### src/hdl/csta_pkg.sv
// Package for the cell shape tensor block: widths, saturation bounds,
// state encodings and the request/response structs of the root/divide unit.
// No dependencies.
`default_nettype none

package csta_pkg;

    // Defaults for the top-level parameters
    localparam int COORD_BITS_DEF   = 24;
    localparam int MAX_VERTICES_DEF = 64;

    // Result field widths
    localparam int MOM_W = 55;
    localparam int XY_W  = 56;
    localparam int ANI_W = 17;

    // Normalized operand width for the anisotropy path
    localparam int NORM_W = 24;
    // Width of (a-d)^2 + 4*b^2
    localparam int DD_W   = 51;

    // Root and divide unit sizing
    localparam int SQRT_SHIFT = 12;
    localparam int DIV_SHIFT  = 10;
    localparam int ROOT_W     = 32;
    localparam int RAD_W      = 2 * ROOT_W;
    localparam int REM_W      = ROOT_W + 3;
    localparam int ROOT_STEPS = ROOT_W;
    localparam int DIV_STEPS  = ROOT_W + DIV_SHIFT;
    localparam int STEP_W     = $clog2(DIV_STEPS);

    // Saturation bound of the moments and the Q1.16 value of one
    localparam logic [MOM_W-1:0] SAT_POS = {1'b1, {(MOM_W-1){1'b0}}};
    localparam logic [ANI_W-1:0] ONE_Q16 = {1'b1, {(ANI_W-1){1'b0}}};

    // Top-level sequencer
    typedef enum logic [3:0] {
        ST_IDLE,
        ST_XX,
        ST_YY,
        ST_XY,
        ST_DRAIN,
        ST_TRACE,
        ST_NORM,
        ST_DIFF,
        ST_SQ1,
        ST_SQ2,
        ST_SQW,
        ST_RSTART,
        ST_ROOT,
        ST_EMIT
    } t_state;

    // Destination of a product leaving the shared multiplier
    typedef enum logic [2:0] {
        ACC_NONE,
        ACC_XX,
        ACC_YY,
        ACC_XY,
        ACC_DSET,
        ACC_DADD
    } t_acc_op;

    // Root/divide unit phases
    typedef enum logic [1:0] {
        RD_IDLE,
        RD_ROOT,
        RD_DIV
    } t_rd_phase;

    typedef struct packed {
        logic              start;
        logic [DD_W-1:0]   dd;
        logic [NORM_W-1:0] divisor;
    } t_rd_req;

    typedef struct packed {
        logic             done;
        logic [ANI_W-1:0] aniso;
    } t_rd_rsp;

endpackage

`default_nettype wire

### src/hdl/csta_if.sv
// Channel interfaces of the cell shape tensor block: vertex input and
// tensor result output, each with valid/ready. Depends on csta_pkg.
`default_nettype none

interface csta_vtx_if #(
    parameter int COORD_BITS = csta_pkg::COORD_BITS_DEF
);
    logic                         valid;
    logic                         ready;
    logic signed [COORD_BITS-1:0] vertex_x;
    logic signed [COORD_BITS-1:0] vertex_y;
    logic signed [COORD_BITS-1:0] center_x;
    logic signed [COORD_BITS-1:0] center_y;
    logic                         last_vertex;

    modport source (
        output valid, vertex_x, vertex_y, center_x, center_y, last_vertex,
        input  ready
    );
    modport sink (
        input  valid, vertex_x, vertex_y, center_x, center_y, last_vertex,
        output ready
    );
endinterface

interface csta_res_if;
    logic                                 valid;
    logic                                 ready;
    logic        [csta_pkg::MOM_W-1:0]    moment_xx;
    logic        [csta_pkg::MOM_W-1:0]    moment_yy;
    logic signed [csta_pkg::XY_W-1:0]     moment_xy;
    logic        [csta_pkg::ANI_W-1:0]    anisotropy;
    logic                                 degenerate;

    modport source (
        output valid, moment_xx, moment_yy, moment_xy, anisotropy, degenerate,
        input  ready
    );
    modport sink (
        input  valid, moment_xx, moment_yy, moment_xy, anisotropy, degenerate,
        output ready
    );
endinterface

`default_nettype wire

### src/hdl/csta_mul.sv
// Shared unsigned multiplier with a registered product.
// Depends on csta_pkg for the default width.
`default_nettype none

module csta_mul #(
    parameter int WIDTH = csta_pkg::NORM_W + 1
) (
    input  logic                 i_clk,
    input  logic [WIDTH-1:0]     i_a,
    input  logic [WIDTH-1:0]     i_b,
    output logic [2*WIDTH-1:0]   o_p
);

    logic [2*WIDTH-1:0] r_p;

    // Register the product
    always_ff @(posedge i_clk) begin
        r_p <= i_a * i_b;
    end

    assign o_p = r_p;

endmodule

`default_nettype wire

### src/hdl/csta_rootdiv.sv
// Iterative square root then restoring divide, one bit per cycle on a single
// shared compare-subtract. Computes min(1.0, floor(sqrt(dd*2^12)*2^10 / divisor)), or zero for a zero divisor.
// Depends on csta_pkg.
`default_nettype none

module csta_rootdiv (
    input  logic              i_clk,
    input  logic              i_rst_n,
    input  csta_pkg::t_rd_req i_req,
    output csta_pkg::t_rd_rsp o_rsp
);

    localparam int RAD_W  = csta_pkg::RAD_W;
    localparam int REM_W  = csta_pkg::REM_W;
    localparam int ROOT_W = csta_pkg::ROOT_W;
    localparam int NORM_W = csta_pkg::NORM_W;
    localparam int ANI_W  = csta_pkg::ANI_W;
    localparam int STEP_W = csta_pkg::STEP_W;

    csta_pkg::t_rd_phase r_phase, n_phase;
    logic [STEP_W-1:0]   r_cnt, n_cnt;
    logic [RAD_W-1:0]    r_rad, n_rad;
    logic [REM_W-1:0]    r_rem, n_rem;
    logic [ROOT_W-1:0]   r_root, n_root;
    logic                r_ovf, n_ovf;
    logic [NORM_W-1:0]   r_div, n_div;
    logic                r_done, n_done;
    logic [ANI_W-1:0]    r_q, n_q;

    logic [REM_W-1:0]    w_op_a;
    logic [REM_W-1:0]    w_op_b;
    logic [REM_W:0]      w_sub;
    logic                w_ge;
    logic [ROOT_W-1:0]   w_root_step;
    logic                w_last;

    // Operand select for the shared compare-subtract
    always_comb begin
        case (r_phase)
            csta_pkg::RD_ROOT: begin
                w_op_a = {r_rem[REM_W-3:0], r_rad[RAD_W-1 -: 2]};
                w_op_b = {1'b0, r_root, 2'b01};
            end
            csta_pkg::RD_DIV: begin
                w_op_a = {{(REM_W-NORM_W-1){1'b0}}, r_rem[NORM_W-1:0], r_rad[RAD_W-1]};
                w_op_b = REM_W'(r_div);
            end
            default: begin
                w_op_a = '0;
                w_op_b = '0;
            end
        endcase
    end

    assign w_sub       = {1'b0, w_op_a} - {1'b0, w_op_b};
    assign w_ge        = ~w_sub[REM_W];
    assign w_root_step = {r_root[ROOT_W-2:0], w_ge};
    assign w_last      = (r_phase == csta_pkg::RD_ROOT)
                       ? (r_cnt == STEP_W'(csta_pkg::ROOT_STEPS - 1))
                       : (r_cnt == STEP_W'(csta_pkg::DIV_STEPS - 1));

    // Next phase
    always_comb begin
        n_phase = r_phase;
        case (r_phase)
            csta_pkg::RD_IDLE: begin
                if (i_req.start) begin
                    n_phase = csta_pkg::RD_ROOT;
                end
            end
            csta_pkg::RD_ROOT: begin
                if (w_last) begin
                    n_phase = csta_pkg::RD_DIV;
                end
            end
            csta_pkg::RD_DIV: begin
                if (w_last) begin
                    n_phase = csta_pkg::RD_IDLE;
                end
            end
            default: n_phase = csta_pkg::RD_IDLE;
        endcase
    end

    // Datapath for each phase
    always_comb begin
        n_cnt  = r_cnt;
        n_rad  = r_rad;
        n_rem  = r_rem;
        n_root = r_root;
        n_ovf  = r_ovf;
        n_div  = r_div;
        n_done = 1'b0;
        n_q    = r_q;
        case (r_phase)
            csta_pkg::RD_IDLE: begin
                if (i_req.start) begin
                    n_rad  = RAD_W'({i_req.dd, {csta_pkg::SQRT_SHIFT{1'b0}}});
                    n_rem  = '0;
                    n_root = '0;
                    n_ovf  = 1'b0;
                    n_cnt  = '0;
                    n_div  = i_req.divisor;
                end
            end
            csta_pkg::RD_ROOT: begin
                n_rad  = {r_rad[RAD_W-3:0], 2'b00};
                n_rem  = w_ge ? w_sub[REM_W-1:0] : w_op_a;
                n_root = w_root_step;
                n_cnt  = r_cnt + 1'b1;
                // Hand the root over as the dividend, scaled by the low zeros
                if (w_last) begin
                    n_rad  = {w_root_step, {(RAD_W-ROOT_W){1'b0}}};
                    n_rem  = '0;
                    n_root = '0;
                    n_ovf  = 1'b0;
                    n_cnt  = '0;
                end
            end
            csta_pkg::RD_DIV: begin
                n_rad  = {r_rad[RAD_W-2:0], 1'b0};
                n_rem  = w_ge ? w_sub[REM_W-1:0] : w_op_a;
                n_root = w_root_step;
                n_ovf  = r_ovf | r_root[ROOT_W-1];
                n_cnt  = r_cnt + 1'b1;
                // Clamp the quotient to one; a zero divisor yields zero
                if (w_last) begin
                    n_done = 1'b1;
                    if (r_div == '0) begin
                        n_q = '0;
                    end else if (n_ovf || (n_root > ROOT_W'(csta_pkg::ONE_Q16))) begin
                        n_q = csta_pkg::ONE_Q16;
                    end else begin
                        n_q = n_root[ANI_W-1:0];
                    end
                end
            end
            default: begin
                n_cnt = '0;
            end
        endcase
    end

    // Control registers
    always_ff @(posedge i_clk) begin
        if (!i_rst_n) begin
            r_phase <= csta_pkg::RD_IDLE;
            r_cnt   <= '0;
            r_done  <= 1'b0;
        end else begin
            r_phase <= n_phase;
            r_cnt   <= n_cnt;
            r_done  <= n_done;
        end
    end

    // Working registers
    always_ff @(posedge i_clk) begin
        r_rad  <= n_rad;
        r_rem  <= n_rem;
        r_root <= n_root;
        r_ovf  <= n_ovf;
        r_div  <= n_div;
        r_q    <= n_q;
    end

    assign o_rsp.done  = r_done;
    assign o_rsp.aniso = r_q;

endmodule

`default_nettype wire

### src/hdl/cell_shape_tensor_anisotropy.sv
// Top level of the cell shape tensor block: sequencer, accumulators and
// result register. Depends on csta_pkg, csta_if, csta_mul and csta_rootdiv.
//
// Vertices of one cell arrive one transaction at a time with the cell centre;
// the block accumulates the saturating second moments xx, yy and xy of the
// offsets and, on the vertex flagged last, returns the tensor with the
// anisotropy (largest minus smallest eigenvalue over their sum, Q1.16) and a
// degenerate flag for a zero trace, then clears for the next cell. One
// multiplier is shared by all products, so the input is held off while the
// three products of a vertex run after its accept cycle. A last vertex also
// runs the normalizing shift (one bit a cycle, until the trace fits 24 bits),
// the two squares of the discriminant and a bit-serial square root followed
// by a bit-serial divide, all with the input held off; a zero trace skips
// the squares, root and divide. The result then waits for the previous one to
// be taken. Vertices past MAX_VERTICES in one cell are not accumulated.
`default_nettype none

module cell_shape_tensor_anisotropy #(
    parameter int MAX_VERTICES = csta_pkg::MAX_VERTICES_DEF,
    parameter int COORD_BITS   = csta_pkg::COORD_BITS_DEF
) (
    input  logic       i_clk,
    input  logic       i_rst_n,
    csta_vtx_if.sink   i_vtx,
    csta_res_if.source o_res
);

    localparam int MOM_W  = csta_pkg::MOM_W;
    localparam int XY_W   = csta_pkg::XY_W;
    localparam int ANI_W  = csta_pkg::ANI_W;
    localparam int NORM_W = csta_pkg::NORM_W;
    localparam int DD_W   = csta_pkg::DD_W;
    localparam int MUL_W  = (COORD_BITS + 1 > NORM_W + 1) ? COORD_BITS + 1 : NORM_W + 1;
    localparam int PW     = 2 * MUL_W;
    localparam int UW     = ((PW > MOM_W) ? PW : MOM_W) + 1;
    localparam int SW     = UW + 1;
    localparam int CNT_W  = $clog2(MAX_VERTICES + 1);

    localparam logic signed [SW-1:0] XY_HI = SW'(csta_pkg::SAT_POS);
    localparam logic signed [SW-1:0] XY_LO = -XY_HI;

    // Sequencer
    csta_pkg::t_state  r_state, n_state;

    // Current vertex
    logic [COORD_BITS:0]        r_ax, r_ay;
    logic                       r_sx, r_sy;
    logic                       r_last;
    logic                       r_use;
    logic [CNT_W-1:0]           r_vcount;

    // Multiplier and its destination tag
    logic [MUL_W-1:0]           w_mul_a, w_mul_b;
    logic [PW-1:0]              w_prod;
    csta_pkg::t_acc_op          w_tag, r_tag;
    logic                       w_tag_neg, r_tag_neg;

    // Accumulators
    logic [MOM_W-1:0]           r_acc_xx, r_acc_yy;
    logic signed [XY_W-1:0]     r_acc_xy;
    logic [UW-1:0]              w_sum_u;
    logic [MOM_W-1:0]           w_sat_u;
    logic signed [SW-1:0]       w_prod_s, w_sum_s;
    logic [XY_W-1:0]            w_sat_s;

    // Anisotropy working registers
    logic [MOM_W:0]             r_t;
    logic [MOM_W-1:0]           r_a, r_d, r_b;
    logic [NORM_W-1:0]          r_diff;
    logic [NORM_W:0]            r_bc;
    logic [NORM_W-1:0]          r_div;
    logic [DD_W-1:0]            r_dd;
    logic                       r_degen;
    logic [ANI_W-1:0]           r_aniso;

    // Root/divide unit
    csta_pkg::t_rd_req          w_rd_req;
    csta_pkg::t_rd_rsp          w_rd_rsp;

    // Result register
    logic                       r_out_valid;
    logic [MOM_W-1:0]           r_out_xx, r_out_yy;
    logic signed [XY_W-1:0]     r_out_xy;
    logic [ANI_W-1:0]           r_out_aniso;
    logic                       r_out_degen;

    logic                       w_ready;
    logic                       w_accept;
    logic                       w_out_free;
    logic                       w_emit;
    logic signed [COORD_BITS:0] w_dx, w_dy;

    assign w_accept   = i_vtx.valid && w_ready;
    assign w_out_free = !r_out_valid || o_res.ready;
    assign w_emit     = (r_state == csta_pkg::ST_EMIT) && w_out_free;

    // Offsets of the incoming vertex
    assign w_dx = {i_vtx.vertex_x[COORD_BITS-1], i_vtx.vertex_x}
                - {i_vtx.center_x[COORD_BITS-1], i_vtx.center_x};
    assign w_dy = {i_vtx.vertex_y[COORD_BITS-1], i_vtx.vertex_y}
                - {i_vtx.center_y[COORD_BITS-1], i_vtx.center_y};

    // Next state
    always_comb begin
        n_state = r_state;
        case (r_state)
            csta_pkg::ST_IDLE:   if (w_accept) n_state = csta_pkg::ST_XX;
            csta_pkg::ST_XX:     n_state = csta_pkg::ST_YY;
            csta_pkg::ST_YY:     n_state = csta_pkg::ST_XY;
            csta_pkg::ST_XY:     n_state = r_last ? csta_pkg::ST_DRAIN : csta_pkg::ST_IDLE;
            csta_pkg::ST_DRAIN:  n_state = csta_pkg::ST_TRACE;
            csta_pkg::ST_TRACE:  n_state = csta_pkg::ST_NORM;
            csta_pkg::ST_NORM: begin
                if (r_t == '0) begin
                    n_state = csta_pkg::ST_EMIT;
                end else if (r_t[MOM_W:NORM_W] == '0) begin
                    n_state = csta_pkg::ST_DIFF;
                end
            end
            csta_pkg::ST_DIFF:   n_state = csta_pkg::ST_SQ1;
            csta_pkg::ST_SQ1:    n_state = csta_pkg::ST_SQ2;
            csta_pkg::ST_SQ2:    n_state = csta_pkg::ST_SQW;
            csta_pkg::ST_SQW:    n_state = csta_pkg::ST_RSTART;
            csta_pkg::ST_RSTART: n_state = csta_pkg::ST_ROOT;
            csta_pkg::ST_ROOT:   if (w_rd_rsp.done) n_state = csta_pkg::ST_EMIT;
            csta_pkg::ST_EMIT:   if (w_out_free) n_state = csta_pkg::ST_IDLE;
            default:             n_state = csta_pkg::ST_IDLE;
        endcase
    end

    // Sequencer outputs: handshake, multiplier operands and tag, unit request
    always_comb begin
        w_ready          = 1'b0;
        w_mul_a          = '0;
        w_mul_b          = '0;
        w_tag            = csta_pkg::ACC_NONE;
        w_tag_neg        = 1'b0;
        w_rd_req.start   = 1'b0;
        w_rd_req.dd      = r_dd;
        w_rd_req.divisor = r_div;
        case (r_state)
            csta_pkg::ST_IDLE: begin
                w_ready = 1'b1;
            end
            csta_pkg::ST_XX: begin
                w_mul_a = MUL_W'(r_ax);
                w_mul_b = MUL_W'(r_ax);
                w_tag   = r_use ? csta_pkg::ACC_XX : csta_pkg::ACC_NONE;
            end
            csta_pkg::ST_YY: begin
                w_mul_a = MUL_W'(r_ay);
                w_mul_b = MUL_W'(r_ay);
                w_tag   = r_use ? csta_pkg::ACC_YY : csta_pkg::ACC_NONE;
            end
            csta_pkg::ST_XY: begin
                w_mul_a   = MUL_W'(r_ax);
                w_mul_b   = MUL_W'(r_ay);
                w_tag     = r_use ? csta_pkg::ACC_XY : csta_pkg::ACC_NONE;
                w_tag_neg = r_sx ^ r_sy;
            end
            csta_pkg::ST_SQ1: begin
                w_mul_a = MUL_W'(r_diff);
                w_mul_b = MUL_W'(r_diff);
                w_tag   = csta_pkg::ACC_DSET;
            end
            csta_pkg::ST_SQ2: begin
                w_mul_a = MUL_W'(r_bc);
                w_mul_b = MUL_W'(r_bc);
                w_tag   = csta_pkg::ACC_DADD;
            end
            csta_pkg::ST_RSTART: begin
                w_rd_req.start = 1'b1;
            end
            default: begin
                w_ready = 1'b0;
            end
        endcase
    end

    csta_mul #(
        .WIDTH (MUL_W)
    ) u_mul (
        .i_clk (i_clk),
        .i_a   (w_mul_a),
        .i_b   (w_mul_b),
        .o_p   (w_prod)
    );

    csta_rootdiv u_rootdiv (
        .i_clk   (i_clk),
        .i_rst_n (i_rst_n),
        .i_req   (w_rd_req),
        .o_rsp   (w_rd_rsp)
    );

    // Saturating adds of the product leaving the multiplier
    always_comb begin
        w_sum_u  = UW'((r_tag == csta_pkg::ACC_XX) ? r_acc_xx : r_acc_yy) + UW'(w_prod);
        w_sat_u  = (w_sum_u > UW'(csta_pkg::SAT_POS)) ? csta_pkg::SAT_POS
                                                      : w_sum_u[MOM_W-1:0];
        w_prod_s = SW'(w_prod);
        w_sum_s  = SW'(r_acc_xy) + (r_tag_neg ? -w_prod_s : w_prod_s);
        if (w_sum_s > XY_HI) begin
            w_sat_s = XY_HI[XY_W-1:0];
        end else if (w_sum_s < XY_LO) begin
            w_sat_s = XY_LO[XY_W-1:0];
        end else begin
            w_sat_s = w_sum_s[XY_W-1:0];
        end
    end

    // Control state, accumulators and vertex count
    always_ff @(posedge i_clk) begin
        if (!i_rst_n) begin
            r_state     <= csta_pkg::ST_IDLE;
            r_tag       <= csta_pkg::ACC_NONE;
            r_tag_neg   <= 1'b0;
            r_acc_xx    <= '0;
            r_acc_yy    <= '0;
            r_acc_xy    <= '0;
            r_vcount    <= '0;
            r_out_valid <= 1'b0;
        end else begin
            r_state   <= n_state;
            r_tag     <= w_tag;
            r_tag_neg <= w_tag_neg;
            // Count accepted vertices, stop at the limit
            if (w_accept && (r_vcount < CNT_W'(MAX_VERTICES))) begin
                r_vcount <= r_vcount + 1'b1;
            end
            // Load the next result and clear the cell, else drop a taken result
            if (w_emit) begin
                r_out_valid <= 1'b1;
                r_acc_xx    <= '0;
                r_acc_yy    <= '0;
                r_acc_xy    <= '0;
                r_vcount    <= '0;
            end else begin
                if (o_res.ready) begin
                    r_out_valid <= 1'b0;
                end
                case (r_tag)
                    csta_pkg::ACC_XX: r_acc_xx <= w_sat_u;
                    csta_pkg::ACC_YY: r_acc_yy <= w_sat_u;
                    csta_pkg::ACC_XY: r_acc_xy <= w_sat_s;
                    default:          r_acc_xx <= r_acc_xx;
                endcase
            end
        end
    end

    // Vertex capture and anisotropy datapath
    always_ff @(posedge i_clk) begin
        if (w_accept) begin
            r_ax   <= w_dx[COORD_BITS] ? -w_dx : w_dx;
            r_ay   <= w_dy[COORD_BITS] ? -w_dy : w_dy;
            r_sx   <= w_dx[COORD_BITS];
            r_sy   <= w_dy[COORD_BITS];
            r_last <= i_vtx.last_vertex;
            r_use  <= r_vcount < CNT_W'(MAX_VERTICES);
        end
        case (r_tag)
            csta_pkg::ACC_DSET: r_dd <= DD_W'(w_prod);
            csta_pkg::ACC_DADD: r_dd <= r_dd + (DD_W'(w_prod) << 2);
            default:            r_dd <= r_dd;
        endcase
        case (r_state)
            csta_pkg::ST_TRACE: begin
                r_t     <= (MOM_W + 1)'(r_acc_xx) + (MOM_W + 1)'(r_acc_yy);
                r_a     <= r_acc_xx;
                r_d     <= r_acc_yy;
                r_b     <= MOM_W'(r_acc_xy[XY_W-1] ? -r_acc_xy : r_acc_xy);
                r_degen <= 1'b0;
            end
            csta_pkg::ST_NORM: begin
                // Shift everything right until the trace fits the normalized width
                if (r_t == '0) begin
                    r_degen <= 1'b1;
                    r_aniso <= '0;
                end else if (r_t[MOM_W:NORM_W] != '0) begin
                    r_t <= r_t >> 1;
                    r_a <= r_a >> 1;
                    r_d <= r_d >> 1;
                    r_b <= r_b >> 1;
                end
            end
            csta_pkg::ST_DIFF: begin
                r_diff <= (r_a[NORM_W-1:0] >= r_d[NORM_W-1:0])
                        ? r_a[NORM_W-1:0] - r_d[NORM_W-1:0]
                        : r_d[NORM_W-1:0] - r_a[NORM_W-1:0];
                r_bc   <= (r_b > MOM_W'({1'b1, {NORM_W{1'b0}}}))
                        ? {1'b1, {NORM_W{1'b0}}} : r_b[NORM_W:0];
                r_div  <= r_a[NORM_W-1:0] + r_d[NORM_W-1:0];
            end
            csta_pkg::ST_ROOT: begin
                if (w_rd_rsp.done) begin
                    r_aniso <= w_rd_rsp.aniso;
                end
            end
            default: begin
                r_t <= r_t;
            end
        endcase
        if (w_emit) begin
            r_out_xx    <= r_acc_xx;
            r_out_yy    <= r_acc_yy;
            r_out_xy    <= r_acc_xy;
            r_out_aniso <= r_aniso;
            r_out_degen <= r_degen;
        end
    end

    assign i_vtx.ready      = w_ready;
    assign o_res.valid      = r_out_valid;
    assign o_res.moment_xx  = r_out_xx;
    assign o_res.moment_yy  = r_out_yy;
    assign o_res.moment_xy  = r_out_xy;
    assign o_res.anisotropy = r_out_aniso;
    assign o_res.degenerate = r_out_degen;

    // An accepted vertex always starts the product sequence
    a_accept_starts: assert property (@(posedge i_clk) disable iff (!i_rst_n)
        (i_vtx.valid && i_vtx.ready) |=> (r_state == csta_pkg::ST_XX))
        else $error("accepted vertex did not start the product sequence");

    // Moment accumulators never exceed the saturation bound
    a_sat_bound: assert property (@(posedge i_clk) disable iff (!i_rst_n)
        (r_acc_xx <= csta_pkg::SAT_POS) && (r_acc_yy <= csta_pkg::SAT_POS))
        else $error("moment accumulator above saturation bound");

    // Vertex count stays within the limit
    a_count_bound: assert property (@(posedge i_clk) disable iff (!i_rst_n)
        r_vcount <= CNT_W'(MAX_VERTICES))
        else $error("vertex count past limit");

    // Emitting a result loads the output and clears the cell state
    a_emit_clears: assert property (@(posedge i_clk) disable iff (!i_rst_n)
        w_emit |=> (r_out_valid && (r_acc_xx == '0) && (r_acc_yy == '0)
                    && (r_acc_xy == '0) && (r_vcount == '0)))
        else $error("emit did not load result or clear accumulators");

    // The root/divide unit finishes only while the sequencer waits for it
    a_done_in_root: assert property (@(posedge i_clk) disable iff (!i_rst_n)
        w_rd_rsp.done |-> (r_state == csta_pkg::ST_ROOT))
        else $error("root/divide result outside the wait state");

endmodule

`default_nettype wire

### src/flat_wrapper.sv
// flat-port wrapper written by rule: the top's interface ports become plain ports
module cell_shape_tensor_anisotropy_flat 
#(
    parameter int MAX_VERTICES = csta_pkg::MAX_VERTICES_DEF,
    parameter int COORD_BITS   = csta_pkg::COORD_BITS_DEF
)
  (i_clk, i_rst_n, i_vtx_valid, i_vtx_vertex_x, i_vtx_vertex_y, i_vtx_center_x, i_vtx_center_y, i_vtx_last_vertex, i_vtx_ready, o_res_valid, o_res_moment_xx, o_res_moment_yy, o_res_moment_xy, o_res_anisotropy, o_res_degenerate, o_res_ready);
  csta_vtx_if #(.COORD_BITS(COORD_BITS)) i_vtx_i ();
  csta_res_if o_res_i ();
  input  logic i_clk;
  input  logic i_rst_n;
  input wire logic [$bits(i_vtx_i.valid)-1:0] i_vtx_valid;
  input wire logic [$bits(i_vtx_i.vertex_x)-1:0] i_vtx_vertex_x;
  input wire logic [$bits(i_vtx_i.vertex_y)-1:0] i_vtx_vertex_y;
  input wire logic [$bits(i_vtx_i.center_x)-1:0] i_vtx_center_x;
  input wire logic [$bits(i_vtx_i.center_y)-1:0] i_vtx_center_y;
  input wire logic [$bits(i_vtx_i.last_vertex)-1:0] i_vtx_last_vertex;
  output wire logic [$bits(i_vtx_i.ready)-1:0] i_vtx_ready;
  output wire logic [$bits(o_res_i.valid)-1:0] o_res_valid;
  output wire logic [$bits(o_res_i.moment_xx)-1:0] o_res_moment_xx;
  output wire logic [$bits(o_res_i.moment_yy)-1:0] o_res_moment_yy;
  output wire logic [$bits(o_res_i.moment_xy)-1:0] o_res_moment_xy;
  output wire logic [$bits(o_res_i.anisotropy)-1:0] o_res_anisotropy;
  output wire logic [$bits(o_res_i.degenerate)-1:0] o_res_degenerate;
  input wire logic [$bits(o_res_i.ready)-1:0] o_res_ready;
  assign i_vtx_i.valid = i_vtx_valid;
  assign i_vtx_i.vertex_x = i_vtx_vertex_x;
  assign i_vtx_i.vertex_y = i_vtx_vertex_y;
  assign i_vtx_i.center_x = i_vtx_center_x;
  assign i_vtx_i.center_y = i_vtx_center_y;
  assign i_vtx_i.last_vertex = i_vtx_last_vertex;
  assign i_vtx_ready = i_vtx_i.ready;
  assign o_res_valid = o_res_i.valid;
  assign o_res_moment_xx = o_res_i.moment_xx;
  assign o_res_moment_yy = o_res_i.moment_yy;
  assign o_res_moment_xy = o_res_i.moment_xy;
  assign o_res_anisotropy = o_res_i.anisotropy;
  assign o_res_degenerate = o_res_i.degenerate;
  assign o_res_i.ready = o_res_ready;
  cell_shape_tensor_anisotropy #(.MAX_VERTICES(MAX_VERTICES), .COORD_BITS(COORD_BITS)) u_core (.i_clk(i_clk), .i_rst_n(i_rst_n), .i_vtx(i_vtx_i), .o_res(o_res_i));
endmodule
### config.mk
export PLATFORM = sky130hd
export DESIGN_NAME = cell_shape_tensor_anisotropy_flat
export DESIGN_NICKNAME = d
export VERILOG_FILES = /design/src/hdl/csta_pkg.sv /design/src/hdl/csta_if.sv /design/src/hdl/csta_mul.sv /design/src/hdl/csta_rootdiv.sv /design/src/hdl/cell_shape_tensor_anisotropy.sv /design/src/flat_wrapper.sv
export SDC_FILE = /design/constraint.sdc
export NUM_CORES = 2
export LEC_CHECK = 0
export ABC_AREA = 1
export BUFFER_PORTS_ARGS = -buffer_cell sky130_fd_sc_hd__buf_2
export CORE_MARGIN = 2
export CORE_UTILIZATION = 65
export CTS_CLUSTER_SIZE = 24
export DETAILED_ROUTE_END_ITERATION = 12
export PLACE_DENSITY = 0.83
export SLEW_MARGIN = 20
export SYNTH_ARGS = -nofsm -noshare
export SYNTH_HDL_FRONTEND = slang
export SYNTH_SLANG_ARGS = --single-unit
### constraint.sdc
create_clock -name i_clk -period 28.1 [get_ports i_clk]
set_clock_uncertainty 0.15 [all_clocks]
set_input_delay 4.215 -clock i_clk [delete_from_list [all_inputs] [get_ports i_clk]]
set_output_delay 4.215 -clock i_clk [all_outputs]
set_load 0.02 [all_outputs]
==> run_results.csv <==
group,metric,value,unit
status,status,"completed",
clock_tree,clk_pin_slew,0.07,ns
finish,drive_gt1_share,6.892,%
clock_tree,postCtsSetupBuffers,0,
place,pre_cts_slack,18.17,ns
setup_path,arrival,10.81,ns
global_routing,overflow,0,
hold_path,min_path_type,"register to register",
logic_synthesis,synth-edff-count,759,
global_routing,grt_max_degree,142,
logic_synthesis,yosys_warnings,0,
place,gp_congestion,1.111,
floorplan,design.die.area,138200,um2
global_routing,grt_pass1_vias,79680,
finish,nets,12830,
routing,vias,83010,
logic_synthesis,synth.avg_cell_area,7.677,um2
sta,worstMarginPinSlew,1.257,ns
sta,relSlewSlack,15.34,%
clock_tree,worstSkewPairLatency,0.78,ns
sta,whs,0.2727,ns
clock_tree,root_buffer,"clkbuf_16",
setup_path,path_max_fanout,23,
logic_synthesis,yosysSeqAreaShare,31.41,%
logic_synthesis,synth_area,87930,um2
clock_tree,h-tree-depth,3,
logic_synthesis,synth_compound_area_share,11.42,%
logic_synthesis,synthDistinctLibCells,68,
pwr,p_leak,0.04501,uW
logic_synthesis,synth_top_area_share,25.92,%
logic_synthesis,synthMuxAreaShare,0.06830,%
place,place_inst,13290,
logic_synthesis,synth_top_family_by_area,"simple AND/OR/NAND/NOR gates",
place,io_buffers,286,
setup_path,cpMaxStageDelayCell,"inv_1",
finish,syn_to_final_growth,7.626,%
floorplan,fp.dieH,371.8,um
setup_path,cp.required,28.59,ns
routing,first_pass_iters,9,
sta,hold_viol,0,
sta,slew_violations,0,
routing,drt-vias-per-instance,6.147,
logic_synthesis,synthesis.instances,11450,
logic_synthesis,synth_commonest_cells,"nand2_1, inv_1, nor2_1",
clock_tree,cts_resized,0,
floorplan,design.core.area,133800,um2
setup_path,critical_path.most_common_cell,"inv_1",
floorplan,initial_core_util,65.72,%
pwr,peakVddDrop,179.6,uV
logic_synthesis,async_reset_ff_share,0,%
routing,postRouteAntennaNets,0,
logic_synthesis,synth_most_common_cell,"nand2_1",
logic_synthesis,yosys.area_share.simple,22.94,%
finish,final_cells,13500,
global_routing,grt_pass1_wl,473700,um
clock_tree,cts_sinks,1000,
place,hpwl,248100,um
logic_synthesis,synth_flop_cell,"edfxtp_1",
sta,period_needed,10.33,ns
finish,final_area,94630,um2
sta,fmax,96.83,MHz
floorplan,pin_count,287,
setup_path,cp-end-kind,"register",
finish,fill_cells,10570,
logic_synthesis,synth.area.top_cells,"edfxtp_1, fa_1, nand2_1, inv_1, ha_1",
routing,drc,0,
setup_path,cp_slowest_stage_delay,0.80,ns
clock_tree,clock_path_buffers,3,
sta,post-route-period-util,36.75,%
routing,avgRoutedWirePerCell,23.62,um
floorplan,die_w,371.8,um
setup_path,worstSetupStartpointType,"register",
logic_synthesis,synth-seq-cells,1000,
pwr,powerDensity,88.57,nW/um2
clock_tree,cts_tree,"yes",
setup_path,crit_type,"register to register",
sta,tns,0,ns
logic_synthesis,synth-xor-area-share,3.785,%
global_routing,antenna_found_initial,15,
floorplan,rows,134,
routing,drtIter0Drc,11130,
logic_synthesis,syn-num-nets,12650,
routing,wl,319000,um
sta,grt_setup_unrepaired,"false",
clock_tree,cts_hold_buf,0,
run,maxCapViolCount,0,
logic_synthesis,yosys.area.top_type,"edfxtp_1",
sta,setup_viol,0,
logic_synthesis,synthAdderAreaFrac,20.13,%
place,dpl-instance-area,91170,um2
global_routing,grt_usage,45.61,%
clock_tree,cts-buffers-inserted,105,
sta,final.setup.worst_slack,17.77,ns
## path summary, 6_finish.rpt
kind	startpoint	endpoint	slack [ns]	cells after the start
setup reg to reg	u_core.r_state[3]	u_core.u_mul.o_p[43]	17.77	31
hold reg to reg	u_core.r_div[1]	u_core.u_rootdiv.r_div[1]	0.27	0
hold / removal	u_core.r_div[1]	u_core.u_rootdiv.r_div[1]	0.27	0
setup / recovery	u_core.r_state[3]	u_core.u_mul.o_p[43]	17.77	31
## worst max-delay path: cells and delay by family (launching register included)
kind                       cells  cell delay [ns]
xor gates and xnor gates       1             0.15
DFF                            1             0.39
adders and majority gates      8             4.07
AOI/OAI and AO/OA              5             1.69
and+or+nand+nor                8             1.98
buffers and inverters          9             1.78
## cells in the final DEF, fill, tap and decap left out, types with 109 or more instances in the layout
cell      count
nand2_1    2827
inv_1      2008
nor2_1     1208
edfxtp_1    759
o21ai_0     631
a21oi_1     629
ha_1        557
fa_1        536
nand3_1     361
buf_2       286
xor2_1      253
dfxtp_1     241
xnor2_1     127
buf_4       110
nor3_1      109
## area by class of cell
class / count / area [um2] / area share [%]
Timing Repair Buffer: 399 / 2308 / 2.439
Clock inverter: 60 / 586.8 / 0.6201
Multi-Input combinational cell: 8094 / 51430 / 54.35
Clock buffer: 139 / 2815 / 2.975
Sequential cell: 1000 / 27620 / 29.18
Inverter: 2031 / 7631 / 8.064
Antenna cell: 13 / 32.53 / 0.03438
Tap cell: 1768 / 2212 / 2.338
## registers in the layout (all words and copies together), names as in the netlist, 50 cells and up
name	flops
u_core.r_acc_xy	56
u_core.r_t	56
u_core.o_res.moment_yy	55
u_core.r_d	55
u_core.o_res.moment_xy	56
u_core.u_rootdiv.r_rad	52
u_core.r_acc_xx	55
u_core.u_mul.o_p	50
u_core.o_res.moment_xx	55
u_core.r_b	55
u_core.r_acc_yy	55
u_core.r_dd	51
u_core.r_a	55
## stage by stage
| step | utilization, % | power, uW |
|---|---|---|
| finish | 70.73 | 8382 |
| global route | 70.71 | 8783 |
| CTS | 70.69 | 8158 |
| detailed placement | 68.14 | 6732 |
| global placement | 68.14 | 6604 |
| floorplan | - | 5150 |
## power breakdown
| group | internal, uW | switching [uW] |
|---|---|---|
| Combinational | 1470 | 3320 |
| Sequential | 1890 | 301 |
| Clock | 761 | 637 |
| Total | 4120 | 4260 |
## kinds of logic after synthesis
| group | count (synthesis) |
|---|---|
| AND/OR/NAND/NOR | 4875 |
| buffers and inverters | 2359 |
| AO/OA/AOI/OAI | 1740 |
| adder cells (fa/ha/maj) | 1093 |
| flip-flops | 1000 |
| XOR/XNOR | 380 |
| multiplexers | 6 |
## metal layers
layer  global-route usage, %  up-vias  share of wire, %
met5                  0.3497        -             0.016
met4                   30.54       10               8.1
met3                   12.49     1360                13
met2                   68.50     5929                43
met1                   57.68    38740                36
li1                        -    36970                 -
(Power assumes the default switching activity.)
